--- config.mk ---
export PLATFORM = sky130hd
export DESIGN_NAME = button_click_event_detector
export DESIGN_NICKNAME = d
export VERILOG_FILES = /design/src/rtl/bced_pkg.sv /design/src/rtl/bced_ram.sv /design/src/rtl/bced_key_unit.sv /design/src/rtl/button_click_event_detector.sv
export SDC_FILE = /design/constraint.sdc
export NUM_CORES = 1
export LEC_CHECK = 0
export BUFFER_PORTS_ARGS = -buffer_cell sky130_fd_sc_hd__buf_4
export CAP_MARGIN = 0
export CORE_UTILIZATION = 57
export DETAILED_ROUTE_END_ITERATION = 10
export GPL_TIMING_DRIVEN = 0
export PLACE_DENSITY = 0.77
export SLEW_MARGIN = 10
export SYNTH_ARGS = -nofsm -noshare
export SYNTH_HDL_FRONTEND = slang
export SYNTH_SLANG_ARGS = --single-unit
--- constraint.sdc ---
create_clock -name clock -period 5.01 [get_ports clock]
set_input_delay 0.2505 -clock clock [delete_from_list [all_inputs] [get_ports clock]]
set_output_delay 0.2505 -clock clock [all_outputs]
set_load 0.01 [all_outputs]
--- src/rtl/bced_pkg.sv ---
// Package of the button click event detector: sizes, codes, types and helpers.
// Used by every module of the block but the RAM; depends on nothing.
package bced_pkg;

   localparam int NUM_KEYS    = 3;
   localparam int QUEUE_DEPTH = 8;

   localparam int CFG_W       = 16;
   localparam int ACTION_W    = 2;
   localparam int LEVEL_W     = 3;
   localparam int MODE_W      = 2;
   localparam int KEY_W       = 2;
   localparam int KIND_W      = 2;
   localparam int EVENT_W     = KEY_W + KIND_W;
   localparam int CSR_INDEX_W = 2;
   localparam int PHASE_W     = 2;
   localparam int KIDX_W      = (NUM_KEYS > 1) ? $clog2(NUM_KEYS) : 1;
   localparam int PTR_W       = (QUEUE_DEPTH > 1) ? $clog2(QUEUE_DEPTH) : 1;
   localparam int COUNT_W     = $clog2(QUEUE_DEPTH + 1);

   localparam logic [ACTION_W-1:0] ACTION_TICK  = 2'd0;
   localparam logic [ACTION_W-1:0] ACTION_POP   = 2'd1;
   localparam logic [ACTION_W-1:0] ACTION_CLEAR = 2'd2;

   localparam logic [KIND_W-1:0] KIND_SHORT  = 2'd0;
   localparam logic [KIND_W-1:0] KIND_LONG   = 2'd1;
   localparam logic [KIND_W-1:0] KIND_DOUBLE = 2'd2;

   localparam logic [PHASE_W-1:0] PH_IDLE      = 2'd0;
   localparam logic [PHASE_W-1:0] PH_DEBOUNCE  = 2'd1;
   localparam logic [PHASE_W-1:0] PH_PRESSED   = 2'd2;
   localparam logic [PHASE_W-1:0] PH_LONG_HELD = 2'd3;

   localparam logic [CSR_INDEX_W-1:0] CSR_DEBOUNCE_TICKS = 2'd0;
   localparam logic [CSR_INDEX_W-1:0] CSR_LONG_LIMIT     = 2'd1;
   localparam logic [CSR_INDEX_W-1:0] CSR_GAP_LIMIT      = 2'd2;

   typedef struct packed {
      logic [PHASE_W-1:0] phase;
      logic [CFG_W-1:0]   debounce_count;
      logic [CFG_W-1:0]   press_age;
      logic [CFG_W-1:0]   gap_count;
      logic               awaiting_second;
      logic               long_done;
   } key_state_type;

   typedef struct packed {
      logic [CFG_W-1:0] debounce_ticks;
      logic [CFG_W-1:0] long_limit;
      logic [CFG_W-1:0] gap_limit;
   } cfg_type;

   // Up to two events leave one key in one tick, in the order first then second.
   typedef struct packed {
      logic              first_push;
      logic [KIND_W-1:0] first_kind;
      logic              second_push;
      logic [KIND_W-1:0] second_kind;
   } key_push_type;

   function automatic logic [CFG_W-1:0] sat_inc(input logic [CFG_W-1:0] v);
      return (v == {CFG_W{1'b1}}) ? v : v + 1'b1;
   endfunction

   function automatic logic [PTR_W-1:0] ptr_inc(input logic [PTR_W-1:0] p);
      return (p == PTR_W'(QUEUE_DEPTH - 1)) ? '0 : p + 1'b1;
   endfunction

endpackage

--- src/rtl/bced_ram.sv ---
// Generic single-port-write, single-port-read RAM with a registered read.
// Stand-alone; used for the event queue storage.
module bced_ram #(
   parameter int WIDTH = 4,
   parameter int DEPTH = 8,
   parameter int ADDR_W = (DEPTH > 1) ? $clog2(DEPTH) : 1
) (
   input  logic              clock,
   input  logic              wr_en,
   input  logic [ADDR_W-1:0] wr_addr,
   input  logic [WIDTH-1:0]  wr_data,
   input  logic [ADDR_W-1:0] rd_addr,
   output logic [WIDTH-1:0]  rd_data
);

   logic [WIDTH-1:0] mem [DEPTH];
   logic [WIDTH-1:0] rd_data_ff;

   always_ff @(posedge clock) begin
      if (wr_en) begin
         mem[wr_addr] <= wr_data;
      end
      rd_data_ff <= mem[rd_addr];
   end

   assign rd_data = rd_data_ff;

endmodule

--- src/rtl/bced_key_unit.sv ---
// Shared key unit: one tick of one key's debounce, long press and click machine.
// Depends on bced_pkg for the state, configuration and event types.
module bced_key_unit (
   input  bced_pkg::key_state_type state_cur,
   input  logic                    level,
   input  bced_pkg::cfg_type       cfg,
   output bced_pkg::key_state_type state_nxt,
   output bced_pkg::key_push_type  push
);
   import bced_pkg::*;

   logic              short_fire;
   logic              late_push;
   logic [KIND_W-1:0] late_kind;
   logic [CFG_W-1:0]  gap_inc;
   logic [CFG_W-1:0]  deb_inc;
   logic [CFG_W-1:0]  hold_inc;

   always_comb begin
      state_nxt  = state_cur;
      short_fire = 1'b0;
      late_push  = 1'b0;
      late_kind  = KIND_SHORT;
      gap_inc    = sat_inc(state_cur.gap_count);
      deb_inc    = sat_inc(state_cur.debounce_count);
      hold_inc   = sat_inc(state_cur.press_age);

      // A pending short click times out before the phase is looked at.
      if (state_cur.awaiting_second) begin
         if (gap_inc > cfg.gap_limit) begin
            short_fire                = 1'b1;
            state_nxt.awaiting_second = 1'b0;
            state_nxt.gap_count       = '0;
         end else begin
            state_nxt.gap_count = gap_inc;
         end
      end

      case (state_cur.phase)
         PH_IDLE: begin
            if (!level) begin
               state_nxt.phase          = PH_DEBOUNCE;
               state_nxt.debounce_count = CFG_W'(1);
            end
         end
         PH_DEBOUNCE: begin
            if (!level) begin
               state_nxt.debounce_count = deb_inc;
               if (deb_inc >= cfg.debounce_ticks) begin
                  state_nxt.phase     = PH_PRESSED;
                  state_nxt.press_age = '0;
                  state_nxt.long_done = 1'b0;
               end
            end else begin
               state_nxt.phase          = PH_IDLE;
               state_nxt.debounce_count = '0;
            end
         end
         PH_PRESSED: begin
            if (!level) begin
               state_nxt.press_age = hold_inc;
               if (hold_inc >= cfg.long_limit && !state_cur.long_done) begin
                  late_push           = 1'b1;
                  late_kind           = KIND_LONG;
                  state_nxt.long_done = 1'b1;
                  state_nxt.phase     = PH_LONG_HELD;
               end
            end else begin
               if (state_nxt.awaiting_second) begin
                  late_push                 = 1'b1;
                  late_kind                 = KIND_DOUBLE;
                  state_nxt.awaiting_second = 1'b0;
               end else begin
                  state_nxt.awaiting_second = 1'b1;
               end
               state_nxt.gap_count = '0;
               state_nxt.phase     = PH_IDLE;
            end
         end
         default: begin
            // Releasing a long press drops any pending short click.
            if (level) begin
               state_nxt.phase           = PH_IDLE;
               state_nxt.awaiting_second = 1'b0;
               state_nxt.gap_count       = '0;
            end
         end
      endcase

      push.first_push  = short_fire | late_push;
      push.first_kind  = short_fire ? KIND_SHORT : late_kind;
      push.second_push = short_fire & late_push;
      push.second_kind = late_kind;
   end

endmodule

--- src/rtl/button_click_event_detector.sv ---
// Button click event detector. A tick item (action 0) runs every key in turn through
// one shared key unit, one key a cycle, with a pass through S_PUSH2 for a key that
// raises two events in the same tick, since the event queue RAM has a single write
// port. A pop with a non-empty queue passes through S_POP, which takes the registered
// RAM read, and then S_DONE; clear, an unused action or a pop of an empty queue goes
// straight to S_DONE. One item is in work at a time; the result register lets the
// next item be taken while the previous result waits. The queue holds QUEUE_DEPTH
// events and overwrites its oldest one when full. No clearing pass is needed after
// reset.
module button_click_event_detector (
   input  logic                               clock,
   input  logic                               reset,
   input  logic                               req_valid,
   output logic                               req_ready,
   input  logic [bced_pkg::ACTION_W-1:0]      req_action,
   input  logic [bced_pkg::LEVEL_W-1:0]       req_key_levels,
   input  logic [bced_pkg::MODE_W-1:0]        req_switch_mode,
   output logic                               rsp_valid,
   input  logic                               rsp_ready,
   output logic                               rsp_event_valid,
   output logic [bced_pkg::KEY_W-1:0]         rsp_event_key,
   output logic [bced_pkg::KIND_W-1:0]        rsp_event_kind,
   output logic [bced_pkg::COUNT_W-1:0]       rsp_queue_count,
   output logic [bced_pkg::MODE_W-1:0]        rsp_mode_value,
   output logic                               rsp_mode_changed,
   input  logic                               csr_write_enable,
   input  logic [bced_pkg::CSR_INDEX_W-1:0]   csr_index,
   input  logic [bced_pkg::CFG_W-1:0]         csr_write_data
);
   import bced_pkg::*;

   localparam int LVL_PAD_W = NUM_KEYS + LEVEL_W;

   localparam logic [2:0] S_IDLE  = 3'd0;
   localparam logic [2:0] S_KEY   = 3'd1;
   localparam logic [2:0] S_PUSH2 = 3'd2;
   localparam logic [2:0] S_POP   = 3'd3;
   localparam logic [2:0] S_DONE  = 3'd4;

   logic [2:0]         state_ff, state_in;
   logic [KIDX_W-1:0]  key_idx_ff, key_idx_in;
   logic [LEVEL_W-1:0] levels_ff, levels_in;
   logic [KIND_W-1:0]  pend_kind_ff, pend_kind_in;
   key_state_type      key_state_ff [NUM_KEYS];
   key_state_type      key_state_in [NUM_KEYS];
   cfg_type            cfg_ff, cfg_in;
   logic [PTR_W-1:0]   wr_ptr_ff, wr_ptr_in;
   logic [PTR_W-1:0]   rd_ptr_ff, rd_ptr_in;
   logic [COUNT_W-1:0] count_ff, count_in;
   logic [MODE_W-1:0]  prev_mode_ff, prev_mode_in;
   logic               mode_seen_ff, mode_seen_in;

   logic               res_valid_ff, res_valid_in;
   logic [KEY_W-1:0]   res_key_ff, res_key_in;
   logic [KIND_W-1:0]  res_kind_ff, res_kind_in;
   logic               res_changed_ff, res_changed_in;

   logic               rsp_valid_ff, rsp_valid_in;
   logic               rsp_event_valid_ff, rsp_event_valid_in;
   logic [KEY_W-1:0]   rsp_event_key_ff, rsp_event_key_in;
   logic [KIND_W-1:0]  rsp_event_kind_ff, rsp_event_kind_in;
   logic [COUNT_W-1:0] rsp_queue_count_ff, rsp_queue_count_in;
   logic [MODE_W-1:0]  rsp_mode_value_ff, rsp_mode_value_in;
   logic               rsp_mode_changed_ff, rsp_mode_changed_in;

   logic [LVL_PAD_W-1:0] levels_pad;
   logic [NUM_KEYS-1:0]  key_level_vec;
   logic                 key_level;
   key_state_type        unit_state_cur;
   key_state_type        unit_state_nxt;
   key_push_type         unit_push;

   logic                 push_en;
   logic [KIND_W-1:0]    push_kind;
   logic [EVENT_W-1:0]   push_data;
   logic [EVENT_W-1:0]   ram_rd_data;
   logic                 last_key;
   logic                 req_xfer;

   // Keys beyond the key level field see a low level, that is, pressed.
   assign levels_pad     = {{NUM_KEYS{1'b0}}, levels_ff};
   assign key_level_vec  = levels_pad[NUM_KEYS-1:0];
   assign key_level      = key_level_vec[key_idx_ff];
   assign unit_state_cur = key_state_ff[key_idx_ff];
   assign last_key       = (key_idx_ff == KIDX_W'(NUM_KEYS - 1));
   assign req_ready      = (state_ff == S_IDLE);
   assign req_xfer       = req_valid && req_ready;
   assign push_data      = {KEY_W'(key_idx_ff), push_kind};

   bced_key_unit u_key_unit (
      .state_cur (unit_state_cur),
      .level     (key_level),
      .cfg       (cfg_ff),
      .state_nxt (unit_state_nxt),
      .push      (unit_push)
   );

   bced_ram #(
      .WIDTH (EVENT_W),
      .DEPTH (QUEUE_DEPTH)
   ) u_event_ram (
      .clock   (clock),
      .wr_en   (push_en),
      .wr_addr (wr_ptr_ff),
      .wr_data (push_data),
      .rd_addr (rd_ptr_ff),
      .rd_data (ram_rd_data)
   );

   always_comb begin
      state_in            = state_ff;
      key_idx_in          = key_idx_ff;
      levels_in           = levels_ff;
      pend_kind_in        = pend_kind_ff;
      key_state_in        = key_state_ff;
      cfg_in              = cfg_ff;
      wr_ptr_in           = wr_ptr_ff;
      rd_ptr_in           = rd_ptr_ff;
      count_in            = count_ff;
      prev_mode_in        = prev_mode_ff;
      mode_seen_in        = mode_seen_ff;
      res_valid_in        = res_valid_ff;
      res_key_in          = res_key_ff;
      res_kind_in         = res_kind_ff;
      res_changed_in      = res_changed_ff;
      rsp_valid_in        = rsp_valid_ff && !rsp_ready;
      rsp_event_valid_in  = rsp_event_valid_ff;
      rsp_event_key_in    = rsp_event_key_ff;
      rsp_event_kind_in   = rsp_event_kind_ff;
      rsp_queue_count_in  = rsp_queue_count_ff;
      rsp_mode_value_in   = rsp_mode_value_ff;
      rsp_mode_changed_in = rsp_mode_changed_ff;
      push_en             = 1'b0;
      push_kind           = KIND_SHORT;

      if (csr_write_enable) begin
         case (csr_index)
            CSR_DEBOUNCE_TICKS: cfg_in.debounce_ticks = csr_write_data;
            CSR_LONG_LIMIT:     cfg_in.long_limit     = csr_write_data;
            CSR_GAP_LIMIT:      cfg_in.gap_limit      = csr_write_data;
            default: ;
         endcase
      end

      case (state_ff)
         S_IDLE: begin
            if (req_xfer) begin
               levels_in      = req_key_levels;
               key_idx_in     = '0;
               res_valid_in   = 1'b0;
               res_key_in     = '0;
               res_kind_in    = KIND_SHORT;
               res_changed_in = 1'b0;
               state_in       = S_DONE;
               case (req_action)
                  ACTION_TICK: begin
                     res_changed_in = mode_seen_ff && (req_switch_mode != prev_mode_ff);
                     prev_mode_in   = req_switch_mode;
                     mode_seen_in   = 1'b1;
                     state_in       = S_KEY;
                  end
                  ACTION_POP: begin
                     if (count_ff != '0) begin
                        state_in = S_POP;
                     end
                  end
                  ACTION_CLEAR: begin
                     wr_ptr_in = '0;
                     rd_ptr_in = '0;
                     count_in  = '0;
                  end
                  default: ;
               endcase
            end
         end
         S_KEY: begin
            key_state_in[key_idx_ff] = unit_state_nxt;
            push_en                  = unit_push.first_push;
            push_kind                = unit_push.first_kind;
            pend_kind_in             = unit_push.second_kind;
            if (unit_push.second_push) begin
               state_in = S_PUSH2;
            end else if (last_key) begin
               state_in = S_DONE;
            end else begin
               key_idx_in = key_idx_ff + 1'b1;
            end
         end
         S_PUSH2: begin
            push_en   = 1'b1;
            push_kind = pend_kind_ff;
            if (last_key) begin
               state_in = S_DONE;
            end else begin
               key_idx_in = key_idx_ff + 1'b1;
               state_in   = S_KEY;
            end
         end
         S_POP: begin
            // The RAM has been reading the head entry since the transfer cycle.
            res_valid_in = 1'b1;
            res_key_in   = ram_rd_data[EVENT_W-1:KIND_W];
            res_kind_in  = ram_rd_data[KIND_W-1:0];
            rd_ptr_in    = ptr_inc(rd_ptr_ff);
            count_in     = count_ff - 1'b1;
            state_in     = S_DONE;
         end
         S_DONE: begin
            if (!rsp_valid_ff || rsp_ready) begin
               rsp_valid_in        = 1'b1;
               rsp_event_valid_in  = res_valid_ff;
               rsp_event_key_in    = res_key_ff;
               rsp_event_kind_in   = res_kind_ff;
               rsp_queue_count_in  = count_ff;
               rsp_mode_value_in   = prev_mode_ff;
               rsp_mode_changed_in = res_changed_ff;
               state_in            = S_IDLE;
            end
         end
         default: state_in = S_IDLE;
      endcase

      // A full queue loses its oldest event to make room for the new one.
      if (push_en) begin
         wr_ptr_in = ptr_inc(wr_ptr_ff);
         if (count_ff == COUNT_W'(QUEUE_DEPTH)) begin
            rd_ptr_in = ptr_inc(rd_ptr_ff);
         end else begin
            count_in = count_ff + 1'b1;
         end
      end
   end

   always_ff @(posedge clock) begin
      if (reset) begin
         state_ff                 <= S_IDLE;
         key_idx_ff               <= '0;
         cfg_ff.debounce_ticks    <= CFG_W'(2);
         cfg_ff.long_limit        <= CFG_W'(10);
         cfg_ff.gap_limit         <= CFG_W'(3);
         wr_ptr_ff                <= '0;
         rd_ptr_ff                <= '0;
         count_ff                 <= '0;
         prev_mode_ff             <= '0;
         mode_seen_ff             <= 1'b0;
         rsp_valid_ff             <= 1'b0;
         for (int i = 0; i < NUM_KEYS; i++) begin
            key_state_ff[i] <= '0;
         end
      end else begin
         state_ff     <= state_in;
         key_idx_ff   <= key_idx_in;
         cfg_ff       <= cfg_in;
         wr_ptr_ff    <= wr_ptr_in;
         rd_ptr_ff    <= rd_ptr_in;
         count_ff     <= count_in;
         prev_mode_ff <= prev_mode_in;
         mode_seen_ff <= mode_seen_in;
         rsp_valid_ff <= rsp_valid_in;
         key_state_ff <= key_state_in;
      end
   end

   always_ff @(posedge clock) begin
      levels_ff           <= levels_in;
      pend_kind_ff        <= pend_kind_in;
      res_valid_ff        <= res_valid_in;
      res_key_ff          <= res_key_in;
      res_kind_ff         <= res_kind_in;
      res_changed_ff      <= res_changed_in;
      rsp_event_valid_ff  <= rsp_event_valid_in;
      rsp_event_key_ff    <= rsp_event_key_in;
      rsp_event_kind_ff   <= rsp_event_kind_in;
      rsp_queue_count_ff  <= rsp_queue_count_in;
      rsp_mode_value_ff   <= rsp_mode_value_in;
      rsp_mode_changed_ff <= rsp_mode_changed_in;
   end

   assign rsp_valid        = rsp_valid_ff;
   assign rsp_event_valid  = rsp_event_valid_ff;
   assign rsp_event_key    = rsp_event_key_ff;
   assign rsp_event_kind   = rsp_event_kind_ff;
   assign rsp_queue_count  = rsp_queue_count_ff;
   assign rsp_mode_value   = rsp_mode_value_ff;
   assign rsp_mode_changed = rsp_mode_changed_ff;

endmodule

==> results.py <==
metrics = {
    "run_status": {
        "outcome": "complete, but fails checks",
        "violations": "design-rule violations, negative setup slack",
    },
    "sta": {
        "final_max_slew_viol_count": 0,
        "finalHoldViolations": 0,
        "setup_tns_ns": -0.0402,
        "slew_headroom": 0.203,
        "clock_skew_ns": 0.0195,
        "fin_crit_sh": 1.00,
        "setup_slack_ns": -0.0219,
        "min_period_ns": 5.03,
        "fmax_mhz": 199,
        "tightest_slew_ns": 1.19,
        "setup-violations-final": 4,
        "whs_ns": 0.0129,
    },
    "finish": {
        "utilization": 0.705,
        "nets": 1956,
        "final_common_cell": "nand2_1",
        "multiInputGateArea_mm2": 0.00896,
        "layout.cells.non_filler": 2220,
        "n_fill_cell": 1943,
        "drive_above_1_share": 0.170,
        "area_growth_syn_to_layout_pct": 20.7,
        "seq_area_mm2": 0.00620,
        "final_cell_mix": "nand2_1, dfxtp_1, a21oi_1",
        "design_area_mm2": 0.0184,
    },
    "floorplan": {
        "die_area_mm2": 0.0274,
        "start_util": 0.584,
        "placement_rows": 59,
        "core_area_mm2": 0.0261,
        "die_w_um": 166,
        "dieHeight_um": 166,
        "ios": 44,
    },
    "routing": {
        "wl_per_cell_um": 22.0,
        "via_per_inst": 6.47,
        "ant_nets": 0,
        "vias": 14400,
        "drc": 8,
        "routed_wl_um": 48800,
        "drtIter0Drc": 1634,
        "dr.pass1.iters": 8,
    },
    "power_and_ir_drop": {
        "ir_drop_uv": 252,
        "finalPower_mw": 5.52,
        "powerDensity_mw_per_mm2": 300,
        "leakage_nw": 6.76,
    },
    "grt": {
        "grt_pass1_wl_um": 74600,
        "globalRouteTotalUtil": 0.346,
        "grt_overflow_total": 0,
        "antenna_found_initial": 1,
        "grt_max_degree": 16,
        "grt_pass1_vias": 13500,
    },
    "cts": {
        "tritoncts": "built",
        "cts_made_buffers": 30,
        "cts.reportedPaths.clkPinSlew_ns": 0.06,
        "worstSkewPairLatency_ns": 0.57,
        "htree_levels": 1,
        "cts_sinks": 282,
        "cts_root_buf": "clkbuf_16",
        "cts_max_path_buffers": 3,
    },
    "min_path": {
        "hp-class": "input pin to flop",
    },
    "synth": {
        "syn_nets": 1820,
        "synth_flop_cell": "dfxtp_1",
        "ys_seq_area_frac": 0.406,
        "synth.distinct_cells": 99,
        "syn_avg_cell_area_um2": 8.85,
        "synth_seq_cells": 282,
        "yosys_warnings": 0,
        "netlist_area_mm2": 0.0153,
        "syn_inst": 1724,
        "synth_edf_count": 55,
        "synthArstFlopShare": 0,
    },
    "worst_setup_path": {
        "crit_required_ns": 5.49,
        "cp-start-kind": "flop",
        "worst_ep_arrival_time_ns": 5.52,
        "critical_path_class": "flop to flop",
        "crit_fanout": 10,
        "end_kind": "flop",
    },
    "place": {
        "placed_area_mm2": 0.0160,
        "dp_cells": 2101,
        "post-place-ws_ns": -1.41,
        "place.gp.congestion": 0.984,
        "port_buffers": 42,
        "dpl.hpwl_um": 34300,
    },
    "run": {
        "drv_cap": 0,
    },
}
## worst max-delay path: stages (launching register included)
cell and delay, ns:
dfxtp_4 0.39, buf_8 0.17, buf_12 0.13, buf_4 0.15
o22ai_2 0.33, and4b_1 0.33, nand4_1 0.18, buf_4 0.21
nor2_1 0.19, xnor2_1 0.20, nand2_1 0.12, ha_1 0.30
nand4_1 0.21, nor4_2 0.45, nand4_1 0.26, buf_4 0.24
a21oi_4 0.19, buf_6 0.15, buf_4 0.12, a31oi_1 0.08
a311o_1 0.36, o22ai_1 0.18
## worst paths after layout
check | depth (start not counted) | from | slack [ns] | end
setup / recovery | 21 | key_idx_ff[1]$_SDFFE_PP0P_ | -0.02 | key_state_ff[14]$_SDFFE_PP0P_
hold / removal | 2 | req_action[0] | 0.01 | res_changed_ff$_SDFFCE_PN0P_
setup reg to reg | 21 | key_idx_ff[1]$_SDFFE_PP0P_ | -0.02 | key_state_ff[14]$_SDFFE_PP0P_
hold reg to reg | 0 | res_kind_ff[1]$_SDFFCE_PN0P_ | 0.43 | rsp_event_kind[1]$_DFFE_PP_
## synth_stat cells, types with 26 or more instances
cell type,count,share of area
inv_1,69,0.017
nand2_1,243,0.060
dfxtp_1,227,0.30
a22o_1,26,0.015
edfxtp_1,55,0.11
nor2_1,86,0.021
mux2i_1,57,0.037
ha_1,66,0.054
nand3_1,34,0.011
o21ai_0,113,0.037
a21oi_1,192,0.063
clkbuf_1,70,0.017
o22ai_1,33,0.014
## layer usage
layer	GRT usage	up-vias	share of wire
li1	-	6594	-
met1	0.452	6801	0.40
met2	0.548	794	0.45
met3	0.0519	170	0.096
met4	0.197	0	0.059
met5	0	-	0
## cells by family (layout without fill, tap and decap cells)
family | count (synthesis) | after routing | synth area share
and+or+nand+nor | 516 | 516 | 0.166
AOI/OAI and AO/OA | 564 | 564 | 0.238
xor gates and xnor gates | 36 | 36 | 0.0207
other | 0 | 1 | 0
muxes | 84 | 84 | 0.0637
adders and majority gates | 66 | 66 | 0.0541
buffers and inverters | 176 | 336 | 0.0520
DFF | 282 | 282 | 0.406
## registers in the layout, indices dropped and copies added, names as in the netlist, 2 cells and up
register	flops
cfg_ff	48
count_ff	4
key_idx_ff	2
key_level_vec	3
key_state_ff	156
pend_kind_ff	2
prev_mode_ff	2
rd_ptr_ff	3
res_key_ff	2
res_kind_ff	2
rsp_event_key	2
rsp_event_kind	2
rsp_mode_value	2
rsp_queue_count	4
state_ff	3
u_event_ram.mem	32
u_event_ram.rd_data	4
wr_ptr_ff	3
## report_power, final
group	total (mW)	internal [mW]	leakage [nW]	switching (mW)
combinational	0.828	0.302	3.90	0.525
clock	2.28	1.32	0.485	0.958
sequential	2.41	2.38	2.38	0.0296
## final cells by class
cell class,count,share of cell area
Buffer,102,0.0346
Inverter,70,0.0143
Clock inverter,21,0.0127
Timing Repair Buffer,108,0.0504
Clock buffer,35,0.0423
Tap cell,335,0.0228
Antenna cell,1,0.000136
Multi-Input combinational cell,1266,0.486
Sequential cell,282,0.337
## what timing repair did
action / CTS / global route
resized for setup: 90 / 71
cloned: 0 / 1
hold buffers: 22 / 0
buffers inserted: 24 / 19
pin swaps: 18 / 31
endpoints found under the setup margin: 173 / 147
endpoints found under the hold margin: 46 / 0
Power figures use the tool's default switching activity.
